## src/hw/rtl/pls_pkg.sv

```systemverilog
// Shared types, codes and constants for the piecewise-linear sensor scale.
// Used by pls_ctrl, pls_dp and piecewise_linear_sensor_scale; no dependencies.
`default_nettype none

package pls_pkg;

    localparam int ADC_BITS      = 10;
    localparam int VAL_W         = 32;
    localparam int TL_W          = 4;
    localparam int CFG_IDX_W     = 2;
    localparam int CFG_DATA_W    = 10;
    localparam int DEF_TABLE_DEPTH = 8;

    // |s - r0| < 2^ADC_BITS and |v1 - v0| < 2^VAL_W, so |product| < 2^MAG_W
    localparam int DIFF_W  = ADC_BITS + 1;
    localparam int DV_W    = VAL_W + 1;
    localparam int PROD_W  = DIFF_W + DV_W;
    localparam int MAG_W   = ADC_BITS + VAL_W;
    localparam int QUO_W   = MAG_W + 1;
    localparam int SUM_W   = MAG_W + 2;
    localparam int DIV_CW  = $clog2(MAG_W + 1);

    localparam logic [VAL_W-1:0] VAL_MAX = 32'h7FFF_FFFF;
    localparam logic [VAL_W-1:0] VAL_MIN = 32'h8000_0000;

    localparam logic [TL_W-1:0]       RST_TABLE_LENGTH = 4'd2;
    localparam logic [ADC_BITS-1:0]   RST_CLAMP_LOW    = 10'd0;
    localparam logic [ADC_BITS-1:0]   RST_CLAMP_HIGH   = 10'd1023;

    typedef enum logic [CFG_IDX_W-1:0] {
        CFG_TABLE_LENGTH = 2'd0,
        CFG_CLAMP_ENABLE = 2'd1,
        CFG_CLAMP_LOW    = 2'd2,
        CFG_CLAMP_HIGH   = 2'd3
    } t_cfg_idx;

    typedef enum logic {
        CMD_WRITE   = 1'b0,
        CMD_CONVERT = 1'b1
    } t_cmd_code;

    typedef enum logic [1:0] {
        ST_OK     = 2'd0,
        ST_BEYOND = 2'd1,
        ST_ZERO   = 2'd2,
        ST_SAT    = 2'd3
    } t_status;

    typedef enum logic [1:0] {
        FIN_BEYOND = 2'd0,
        FIN_ZERO   = 2'd1,
        FIN_ARITH  = 2'd2
    } t_fin;

    typedef struct packed {
        logic [TL_W-1:0]     table_length;
        logic                clamp_enable;
        logic [ADC_BITS-1:0] clamp_low;
        logic [ADC_BITS-1:0] clamp_high;
    } t_cfg;

    typedef struct packed {
        logic wr_point;
        logic load_sample;
        logic take_prev;
        logic take_diff;
        logic mul;
        logic div_init;
        logic div_step;
        logic out_load;
        t_fin fin;
    } t_dp_cmd;

    typedef struct packed {
        logic hit;
        logic zero_width;
    } t_dp_stat;

endpackage

`default_nettype wire

```

## src/hw/rtl/pls_dp.sv

```systemverilog
// Datapath: breakpoint memory, clamp, segment differences, multiplier,
// restoring divider and output register. Depends on pls_pkg.
`default_nettype none

module pls_dp #(
    parameter int TABLE_DEPTH = pls_pkg::DEF_TABLE_DEPTH,
    parameter int AW          = $clog2(TABLE_DEPTH)
) (
    input  wire                                i_clk,
    input  wire pls_pkg::t_dp_cmd              i_cmd,
    input  wire [AW-1:0]                       i_rd_addr,
    input  wire pls_pkg::t_cfg                 i_cfg,
    input  wire [2:0]                          i_point_index,
    input  wire [pls_pkg::ADC_BITS-1:0]        i_point_raw,
    input  wire signed [pls_pkg::VAL_W-1:0]    i_point_value,
    input  wire [pls_pkg::ADC_BITS-1:0]        i_sample,
    output pls_pkg::t_dp_stat                  o_stat,
    output logic signed [pls_pkg::VAL_W-1:0]   o_value,
    output logic [1:0]                         o_status
);

    localparam int AB  = pls_pkg::ADC_BITS;
    localparam int VW  = pls_pkg::VAL_W;
    localparam int PW  = pls_pkg::PROD_W;
    localparam int MW  = pls_pkg::MAG_W;
    localparam int QW  = pls_pkg::QUO_W;
    localparam int SW  = pls_pkg::SUM_W;

    logic [AB-1:0]          r_mem_raw [TABLE_DEPTH];
    logic signed [VW-1:0]   r_mem_val [TABLE_DEPTH];

    logic [AB-1:0]          r_s;
    logic [AB-1:0]          r_rd_raw;
    logic signed [VW-1:0]   r_rd_val;
    logic [AB-1:0]          r_prev_raw;
    logic signed [VW-1:0]   r_prev_val;
    logic signed [AB:0]     r_ds;
    logic signed [AB:0]     r_den;
    logic signed [VW:0]     r_dv;
    logic signed [PW-1:0]   r_prod;
    logic                   r_neg;
    logic [AB-1:0]          r_dvsr;
    logic [AB-1:0]          r_rem;
    logic [MW-1:0]          r_quo;

    logic [AB-1:0]          n_s;
    logic signed [PW-1:0]   prod_abs;
    logic signed [AB:0]     den_abs;
    logic [AB:0]            trial;
    logic                   trial_ge;
    logic [AB:0]            trial_sub;
    logic signed [QW-1:0]   quo_s;
    logic signed [SW-1:0]   sum;
    logic [SW-VW:0]         sum_hi;
    logic signed [VW-1:0]   n_arith;
    logic [1:0]             n_arith_st;

    assign o_stat.hit        = (r_rd_raw >= r_s);
    assign o_stat.zero_width = (r_rd_raw == r_prev_raw);

    always_comb begin
        n_s = i_sample;
        if (i_cfg.clamp_enable) begin
            priority if (i_sample < i_cfg.clamp_low) begin
                n_s = i_cfg.clamp_low;
            end else if (i_sample > i_cfg.clamp_high) begin
                n_s = i_cfg.clamp_high;
            end
        end
    end

    always_ff @(posedge i_clk) begin
        if (i_cmd.wr_point && (32'(i_point_index) < TABLE_DEPTH)) begin
            r_mem_raw[AW'(i_point_index)] <= i_point_raw;
            r_mem_val[AW'(i_point_index)] <= i_point_value;
        end
        r_rd_raw <= r_mem_raw[i_rd_addr];
        r_rd_val <= r_mem_val[i_rd_addr];
    end

    assign prod_abs  = r_prod[PW-1] ? -r_prod : r_prod;
    assign den_abs   = r_den[AB] ? -r_den : r_den;
    assign trial     = {r_rem, r_quo[MW-1]};
    assign trial_ge  = (trial >= {1'b0, r_dvsr});
    assign trial_sub = trial - {1'b0, r_dvsr};

    always_comb begin
        quo_s  = r_neg ? -$signed({1'b0, r_quo}) : $signed({1'b0, r_quo});
        sum    = SW'(r_prev_val) + SW'(quo_s);
        sum_hi = sum[SW-1:VW-1];
        if ((sum_hi == '0) || (sum_hi == '1)) begin
            n_arith    = sum[VW-1:0];
            n_arith_st = pls_pkg::ST_OK;
        end else begin
            n_arith    = sum[SW-1] ? pls_pkg::VAL_MIN : pls_pkg::VAL_MAX;
            n_arith_st = pls_pkg::ST_SAT;
        end
    end

    always_ff @(posedge i_clk) begin
        if (i_cmd.load_sample) begin
            r_s <= n_s;
        end
        if (i_cmd.take_prev) begin
            r_prev_raw <= r_rd_raw;
            r_prev_val <= r_rd_val;
        end
        if (i_cmd.take_diff) begin
            r_ds  <= $signed({1'b0, r_s}) - $signed({1'b0, r_prev_raw});
            r_den <= $signed({1'b0, r_rd_raw}) - $signed({1'b0, r_prev_raw});
            r_dv  <= (VW+1)'(r_rd_val) - (VW+1)'(r_prev_val);
        end
        if (i_cmd.mul) begin
            r_prod <= PW'(r_ds) * PW'(r_dv);
        end
        if (i_cmd.div_init) begin
            r_neg  <= r_prod[PW-1] ^ r_den[AB];
            r_dvsr <= den_abs[AB-1:0];
            r_rem  <= '0;
            r_quo  <= prod_abs[MW-1:0];
        end else if (i_cmd.div_step) begin
            r_rem <= trial_ge ? trial_sub[AB-1:0] : trial[AB-1:0];
            r_quo <= {r_quo[MW-2:0], trial_ge};
        end
        if (i_cmd.out_load) begin
            unique case (i_cmd.fin)
                pls_pkg::FIN_ZERO: begin
                    o_value  <= r_prev_val;
                    o_status <= pls_pkg::ST_ZERO;
                end
                pls_pkg::FIN_ARITH: begin
                    o_value  <= n_arith;
                    o_status <= n_arith_st;
                end
                default: begin
                    o_value  <= '0;
                    o_status <= pls_pkg::ST_BEYOND;
                end
            endcase
        end
    end

endmodule

`default_nettype wire

```

## src/hw/rtl/pls_ctrl.sv

```systemverilog
// Controller: input handshake, table search sequence, divider step count
// and output valid. Depends on pls_pkg.
`default_nettype none

module pls_ctrl #(
    parameter int TABLE_DEPTH = pls_pkg::DEF_TABLE_DEPTH,
    parameter int AW          = $clog2(TABLE_DEPTH)
) (
    input  wire                         i_clk,
    input  wire                         i_rst_n,
    input  wire                         i_in_valid,
    output logic                        o_in_ready,
    input  wire                         i_cmd,
    input  wire [pls_pkg::TL_W-1:0]     i_table_length,
    output logic                        o_out_valid,
    input  wire                         i_out_ready,
    input  wire pls_pkg::t_dp_stat      i_stat,
    output pls_pkg::t_dp_cmd            o_cmd,
    output logic [AW-1:0]               o_rd_addr
);

    localparam int LW = ($clog2(TABLE_DEPTH + 1) > pls_pkg::TL_W) ?
                        $clog2(TABLE_DEPTH + 1) : pls_pkg::TL_W;

    typedef enum logic [2:0] {
        S_IDLE,
        S_PREV,
        S_CMP,
        S_MUL,
        S_ABS,
        S_DIV,
        S_FIN
    } t_state;

    t_state                     r_state;
    logic [LW-1:0]              r_idx;
    logic [LW-1:0]              r_len;
    logic [pls_pkg::DIV_CW-1:0] r_cnt;
    pls_pkg::t_fin              r_fin;

    logic                       in_fire;
    logic [LW-1:0]              len;
    logic [LW-1:0]              idx_next;
    logic                       out_free;

    assign o_in_ready = (r_state == S_IDLE);
    assign in_fire    = i_in_valid && o_in_ready;
    assign len        = (LW'(i_table_length) > LW'(TABLE_DEPTH)) ?
                        LW'(TABLE_DEPTH) : LW'(i_table_length);
    assign idx_next   = r_idx + LW'(1);
    assign out_free   = !o_out_valid || i_out_ready;

    always_comb begin
        o_cmd             = '0;
        o_cmd.fin         = r_fin;
        o_cmd.wr_point    = in_fire && (i_cmd == pls_pkg::CMD_WRITE);
        o_cmd.load_sample = in_fire && (i_cmd == pls_pkg::CMD_CONVERT);
        o_cmd.take_prev   = (r_state == S_PREV) ||
                            ((r_state == S_CMP) && !i_stat.hit);
        o_cmd.take_diff   = (r_state == S_CMP) && i_stat.hit;
        o_cmd.mul         = (r_state == S_MUL);
        o_cmd.div_init    = (r_state == S_ABS);
        o_cmd.div_step    = (r_state == S_DIV);
        o_cmd.out_load    = (r_state == S_FIN) && out_free;
        unique case (r_state)
            S_IDLE:  o_rd_addr = '0;
            S_CMP:   o_rd_addr = idx_next[AW-1:0];
            default: o_rd_addr = r_idx[AW-1:0];
        endcase
    end

    always_ff @(posedge i_clk) begin
        if (!i_rst_n) begin
            r_state     <= S_IDLE;
            r_idx       <= '0;
            r_len       <= '0;
            r_cnt       <= '0;
            r_fin       <= pls_pkg::FIN_BEYOND;
            o_out_valid <= 1'b0;
        end else begin
            if (o_out_valid && i_out_ready) begin
                o_out_valid <= 1'b0;
            end
            unique case (r_state)
                S_IDLE: begin
                    if (in_fire && (i_cmd == pls_pkg::CMD_CONVERT)) begin
                        r_idx <= LW'(1);
                        r_len <= len;
                        if (len < LW'(2)) begin
                            r_fin   <= pls_pkg::FIN_BEYOND;
                            r_state <= S_FIN;
                        end else begin
                            r_state <= S_PREV;
                        end
                    end
                end
                S_PREV: begin
                    r_state <= S_CMP;
                end
                S_CMP: begin
                    priority if (i_stat.hit && i_stat.zero_width) begin
                        r_fin   <= pls_pkg::FIN_ZERO;
                        r_state <= S_FIN;
                    end else if (i_stat.hit) begin
                        r_fin   <= pls_pkg::FIN_ARITH;
                        r_state <= S_MUL;
                    end else if (idx_next < r_len) begin
                        r_idx <= idx_next;
                    end else begin
                        r_fin   <= pls_pkg::FIN_BEYOND;
                        r_state <= S_FIN;
                    end
                end
                S_MUL: begin
                    r_state <= S_ABS;
                end
                S_ABS: begin
                    r_cnt   <= pls_pkg::DIV_CW'(pls_pkg::MAG_W - 1);
                    r_state <= S_DIV;
                end
                S_DIV: begin
                    r_cnt <= r_cnt - pls_pkg::DIV_CW'(1);
                    if (r_cnt == '0) begin
                        r_state <= S_FIN;
                    end
                end
                S_FIN: begin
                    if (out_free) begin
                        o_out_valid <= 1'b1;
                        r_state     <= S_IDLE;
                    end
                end
                default: begin
                    r_state <= S_IDLE;
                end
            endcase
        end
    end

endmodule

`default_nettype wire

```

## src/hw/rtl/piecewise_linear_sensor_scale.sv

```systemverilog
// Piecewise-linear sensor scale top level: configuration registers and the
// controller and datapath instances. Depends on pls_pkg, pls_ctrl, pls_dp.
//
// A write beat (cmd 0) loads one breakpoint. A convert beat (cmd 1) walks the
// table one entry a cycle from the second breakpoint, then multiplies once
// and runs a restoring divider one quotient bit a cycle over 42 bits; the
// breakpoint that matches lies at index 1 to table length - 1. A sample on a
// zero-width segment finishes without the multiply and divide, a sample
// beyond the table after every entry has been walked, and a table length
// below two without a walk. The output register holds a finished result
// while the next beat is taken.
// Configuration writes are always ready.
`default_nettype none

module piecewise_linear_sensor_scale #(
    parameter int TABLE_DEPTH = pls_pkg::DEF_TABLE_DEPTH
) (
    input  wire                                 i_clk,
    input  wire                                 i_rst_n,
    input  wire                                 i_in_valid,
    output logic                                o_in_ready,
    input  wire                                 i_cmd,
    input  wire [2:0]                           i_point_index,
    input  wire [pls_pkg::ADC_BITS-1:0]         i_point_raw,
    input  wire signed [pls_pkg::VAL_W-1:0]     i_point_value,
    input  wire [pls_pkg::ADC_BITS-1:0]         i_sample,
    output logic                                o_out_valid,
    input  wire                                 i_out_ready,
    output logic signed [pls_pkg::VAL_W-1:0]    o_value,
    output logic [1:0]                          o_status,
    input  wire                                 i_cfg_valid,
    output logic                                o_cfg_ready,
    input  wire [pls_pkg::CFG_IDX_W-1:0]        i_cfg_index,
    input  wire [pls_pkg::CFG_DATA_W-1:0]       i_cfg_data
);

    localparam int AW = $clog2(TABLE_DEPTH);

    pls_pkg::t_cfg      r_cfg;
    pls_pkg::t_dp_cmd   dp_cmd;
    pls_pkg::t_dp_stat  dp_stat;
    logic [AW-1:0]      rd_addr;

    assign o_cfg_ready = 1'b1;

    always_ff @(posedge i_clk) begin
        if (!i_rst_n) begin
            r_cfg.table_length <= pls_pkg::RST_TABLE_LENGTH;
            r_cfg.clamp_enable <= 1'b0;
            r_cfg.clamp_low    <= pls_pkg::RST_CLAMP_LOW;
            r_cfg.clamp_high   <= pls_pkg::RST_CLAMP_HIGH;
        end else if (i_cfg_valid && o_cfg_ready) begin
            unique case (pls_pkg::t_cfg_idx'(i_cfg_index))
                pls_pkg::CFG_TABLE_LENGTH:
                    r_cfg.table_length <= i_cfg_data[pls_pkg::TL_W-1:0];
                pls_pkg::CFG_CLAMP_ENABLE:
                    r_cfg.clamp_enable <= i_cfg_data[0];
                pls_pkg::CFG_CLAMP_LOW:
                    r_cfg.clamp_low <= i_cfg_data[pls_pkg::ADC_BITS-1:0];
                pls_pkg::CFG_CLAMP_HIGH:
                    r_cfg.clamp_high <= i_cfg_data[pls_pkg::ADC_BITS-1:0];
                default: begin
                end
            endcase
        end
    end

    pls_ctrl #(
        .TABLE_DEPTH (TABLE_DEPTH),
        .AW          (AW)
    ) u_ctrl (
        .i_clk          (i_clk),
        .i_rst_n        (i_rst_n),
        .i_in_valid     (i_in_valid),
        .o_in_ready     (o_in_ready),
        .i_cmd          (i_cmd),
        .i_table_length (r_cfg.table_length),
        .o_out_valid    (o_out_valid),
        .i_out_ready    (i_out_ready),
        .i_stat         (dp_stat),
        .o_cmd          (dp_cmd),
        .o_rd_addr      (rd_addr)
    );

    pls_dp #(
        .TABLE_DEPTH (TABLE_DEPTH),
        .AW          (AW)
    ) u_dp (
        .i_clk         (i_clk),
        .i_cmd         (dp_cmd),
        .i_rd_addr     (rd_addr),
        .i_cfg         (r_cfg),
        .i_point_index (i_point_index),
        .i_point_raw   (i_point_raw),
        .i_point_value (i_point_value),
        .i_sample      (i_sample),
        .o_stat        (dp_stat),
        .o_value       (o_value),
        .o_status      (o_status)
    );

endmodule

`default_nettype wire
```

## config.mk

```make
export PLATFORM = sky130hd
export DESIGN_NAME = piecewise_linear_sensor_scale
export DESIGN_NICKNAME = d
export VERILOG_FILES = /design/src/hw/rtl/pls_pkg.sv /design/src/hw/rtl/pls_dp.sv /design/src/hw/rtl/pls_ctrl.sv /design/src/hw/rtl/piecewise_linear_sensor_scale.sv
export SDC_FILE = /design/constraint.sdc
export NUM_CORES = 2
export LEC_CHECK = 0
export BUFFER_PORTS_ARGS = -buffer_cell sky130_fd_sc_hd__buf_4
export CAP_MARGIN = 0
export CORE_ASPECT_RATIO = 1.2
export CORE_UTILIZATION = 60
export DETAILED_ROUTE_END_ITERATION = 10
export GPL_ROUTABILITY_DRIVEN = 0
export HOLD_SLACK_MARGIN = 0.05
export PLACE_DENSITY = 0.77
export SLEW_MARGIN = 10
export SYNTH_ARGS = -nofsm -noshare
export SYNTH_HDL_FRONTEND = slang
export SYNTH_HIERARCHICAL = 1
export SYNTH_SLANG_ARGS = --single-unit
```

## constraint.sdc

```tcl
create_clock -name i_clk -period 12.4 [get_ports i_clk]
set_input_delay 0.62 -clock i_clk [delete_from_list [all_inputs] [get_ports i_clk]]
set_output_delay 0.62 -clock i_clk [all_outputs]
set_load 0.01 [all_outputs]
```

==> impl_metrics.yaml <==
floorplanning:
  core-area_um2: 73900
  fp-row-count: 109
  die_h_um: 302
  die_x_um: 252
  die_area_um2: 76200
  start_util_pct: 60.9
  ios: 110
global_route:
  busiest_layer: "met2"
  grt_max_degree: 81
  grt_pass1_wl_um: 169000
  grt_overflow: 0
  gr-usage-met2_pct: 51.1
  grt_antenna_before_repair: 3
  grtUsageMet1_pct: 34.3
  met3_usage_pct: 4.27
  grt_pass1_vias: 31000
  grtUsageTotal_pct: 28.8
outcome:
  status: "finished clean"
critical_path:
  critPathKind: "flop to flop"
  worstPathMaxFanout: 28
  r2r-end: "u_dp/o_value[26]"
  crit_required_ns: 12.90
  critPathBufInv: 1
  r2r_cells: 21
  slowest_stage: "and2b_1"
  r2r_setup_slack_ns: 4.45
  start_kind: "flop"
  crit_cells: 21
  arrival_ns: 8.44
  critPathCapture: "u_dp/o_value[26]"
  critPathLaunch: "u_dp/r_quo[0]"
  cpLargestDelayFamily: "simple AND/OR/NAND/NOR gates"
  end_kind: "flop"
  r2r_start: "u_dp/r_quo[0]"
  crit_top_cell: "or4_1"
  crit_chain: "inv_1 -> nand2_1 -> or4_1 -> or2_2 -> or3_1 -> or4_1 -> or4_4 -> o31ai_1 -> xnor2_1 -> ha_1 -> nand4_1 -> or3_1 -> a2111oi_0 -> o311ai_0 -> nor3b_1 -> xnor2_1 -> nand3_1 -> or4_1 -> o31ai_2 -> and2b_1 -> a221o_1"
  max_stage_delay_ns: 0.89
logic_synthesis:
  syn_nets: 4526
  yosysSeqAreaShare_pct: 42.5
  synth_top_area_share_pct: 38.2
  yosysWarnings: 6
  syn_area_um2: 45000
  avgSynthCellArea_um2: 11.6
  synth_area_leaders: "edfxtp_1 38%, fa_1 14%, ha_1 6.7%"
  synth.largest_area_cell: "edfxtp_1"
  ys_top_cells_by_count: "573 x edfxtp_1, 492 x inv_1, 345 x nand2_1"
  synthCells: 3891
  ys_types: 95
  async_flop_share_pct: 0
  ys.flop_type: "edfxtp_1"
  synth.most_common_cell: "edfxtp_1"
  ys_ff_latch: 670
  synth_edf_count: 573
cts:
  cts_tree: "yes"
  cts_max_level: 3
  clk_latency_ns: 0.65
  hold_buffers: 0
  ctsRootBufferMaster: "clkbuf_16"
  cts_buffer_depth: 3
  post_cts_resized: 0
  cts_buffers: 68
  clkTransAtPathRegs_ns: 0.06
  numClockSinks: 670
  cts_setup_buffers: 0
sta:
  hold_violations: 0
  drv_slew: 0
  setup_viol: 0
  max-slew-margin-rel_pct: 22.9
  finalCritPeriodShare_pct: 64.1
  finalCriticalPeriod_ns: 7.95
  fmax_ghz: 0.126
  skew_ns: 0.0595
  tns_ns: 0
  finalWorstSetupSlack_ns: 4.45
  tightest_slew_ns: 1.15
  rsz0062_at_grt: "no"
detailed_routing:
  routed_wl_um: 107000
  wl_per_cell_um: 21.4
  drc: 0
  final_antenna_net_count: 0
  first_pass_iters: 6
  routed-via-count: 30000
  drt-vias-per-instance: 6.01
  drtIter0Drc: 2281
finish:
  syn2layout_area_growth_pct: 9.14
  layout.nets: 4574
  post-route-util_pct: 66.5
  drive_above_1_share_pct: 11.2
  fin_area_um2: 49200
place:
  dp_hpwl_um: 76300
  dpl_worst_slack_ns: 4.66
  place_area_um2: 46800
  portBuffers: 108
worst_hold_path:
  hold_path.class: "input pin to flop"
flow_run:
  cap_violations: 0
[sequential cells by signal (all words and copies together), names as in the netlist, 25 cells and up]
register         count
u_dp/r_mem_val     256
u_dp/r_mem_raw      80
u_dp/r_prod         43
u_dp/r_quo          42
u_dp/r_dv           33
u_dp/o_value        32
u_dp/r_prev_val     32
u_dp/r_rd_val       32
r_cfg               25
[routing by layer]
layer	wire length [um]	up-vias
met5	46	-
met4	5330	6
met3	6950	322
met2	55100	1059
met1	39500	15000
li1	-	13600
[worst reg2reg max path, cell delays in order (launching register included)]
cell,delay (ns)
edfxtp_1,0.42
inv_1,0.11
nand2_1,0.06
or4_1,0.42
or2_2,0.32
or3_1,0.42
or4_1,0.66
or4_4,0.58
o31ai_1,0.31
xnor2_1,0.11
ha_1,0.53
nand4_1,0.24
or3_1,0.43
a2111oi_0,0.38
o311ai_0,0.19
nor3b_1,0.19
xnor2_1,0.19
nand3_1,0.09
or4_1,0.58
o31ai_2,0.39
and2b_1,0.89
a221o_1,0.30
[through the flow]
| step | hold slack [ns] | instances |
|---|---|---|
| after floorplan | 0.408 | 3891 |
| after detailed placement | 0.429 | 4868 |
| after CTS | 0.169 | 4993 |
| after global placement | 0.428 | 4868 |
| after global routing | 0.189 | 4993 |
| final | 0.199 | 4994 |
[cell families (layout without fill, tap and decap cells)]
logic type | Yosys count | after routing | synth area share, %
AOI/OAI and AO/OA | 652 | 652 | 9.80
xor gates and xnor gates | 213 | 213 | 4.14
adders and majority gates | 562 | 562 | 20.9
buffers and inverters | 654 | 757 | 5.57
DFF | 670 | 670 | 42.5
muxes | 161 | 161 | 6.06
other | 1 | 2 | 0.00833
and+or+nand+nor | 978 | 978 | 10.9
[final cells by class]
cell class | instances | area [um2]
Multi-Input combinational cell | 2567 | 23500
Clock inverter | 38 | 492
Antenna cell | 1 | 2.50
Inverter | 492 | 1850
Sequential cell | 670 | 19100
Clock buffer | 87 | 1840
Tap cell | 999 | 1250
Timing Repair Buffer | 140 | 1050
Fill cell | 5369 | 24800
[cell usage in the layout (no fill, tap or decap), drive strengths merged, types with 28 or more instances in the layout]
| cell | instances |
|---|---|
| mux2 | 54 |
| nand2 | 346 |
| ha | 242 |
| and2 | 154 |
| a21oi | 189 |
| nand4 | 28 |
| a21o | 86 |
| nand2b | 44 |
| inv | 495 |
| dfxtp | 97 |
| clkbuf | 87 |
| nor2 | 175 |
| edfxtp | 573 |
| mux4 | 84 |
| o21ai | 102 |
| fa | 320 |
| buf | 140 |
| xnor2 | 139 |
| nand3 | 46 |
| nor3 | 29 |
| nor2b | 46 |
| xor2 | 74 |
| o21a | 32 |
| clkinv | 28 |
[worst min path at each step]
stage / from / endpoint / slack, ns / cells past startpoint
after floorplan: u_dp/r_rd_raw[0] / u_dp/r_prev_raw[0] / 0.41 / 0
after global placement: u_dp/r_rd_val[30] / u_dp/r_prev_val[30] / 0.43 / 0
after detailed placement: u_dp/r_rd_val[20] / u_dp/r_prev_val[20] / 0.43 / 0
after CTS: i_point_value[13] / u_dp/r_mem_val[0][13] / 0.17 / 1
after global routing: i_point_value[15] / u_dp/r_mem_val[3][15] / 0.19 / 1
final: i_point_value[21] / u_dp/r_mem_val[4][21] / 0.20 / 1
Power is not shown: default switching activity piles up to over one toggle a cycle in this logic, so the estimate is an artifact.
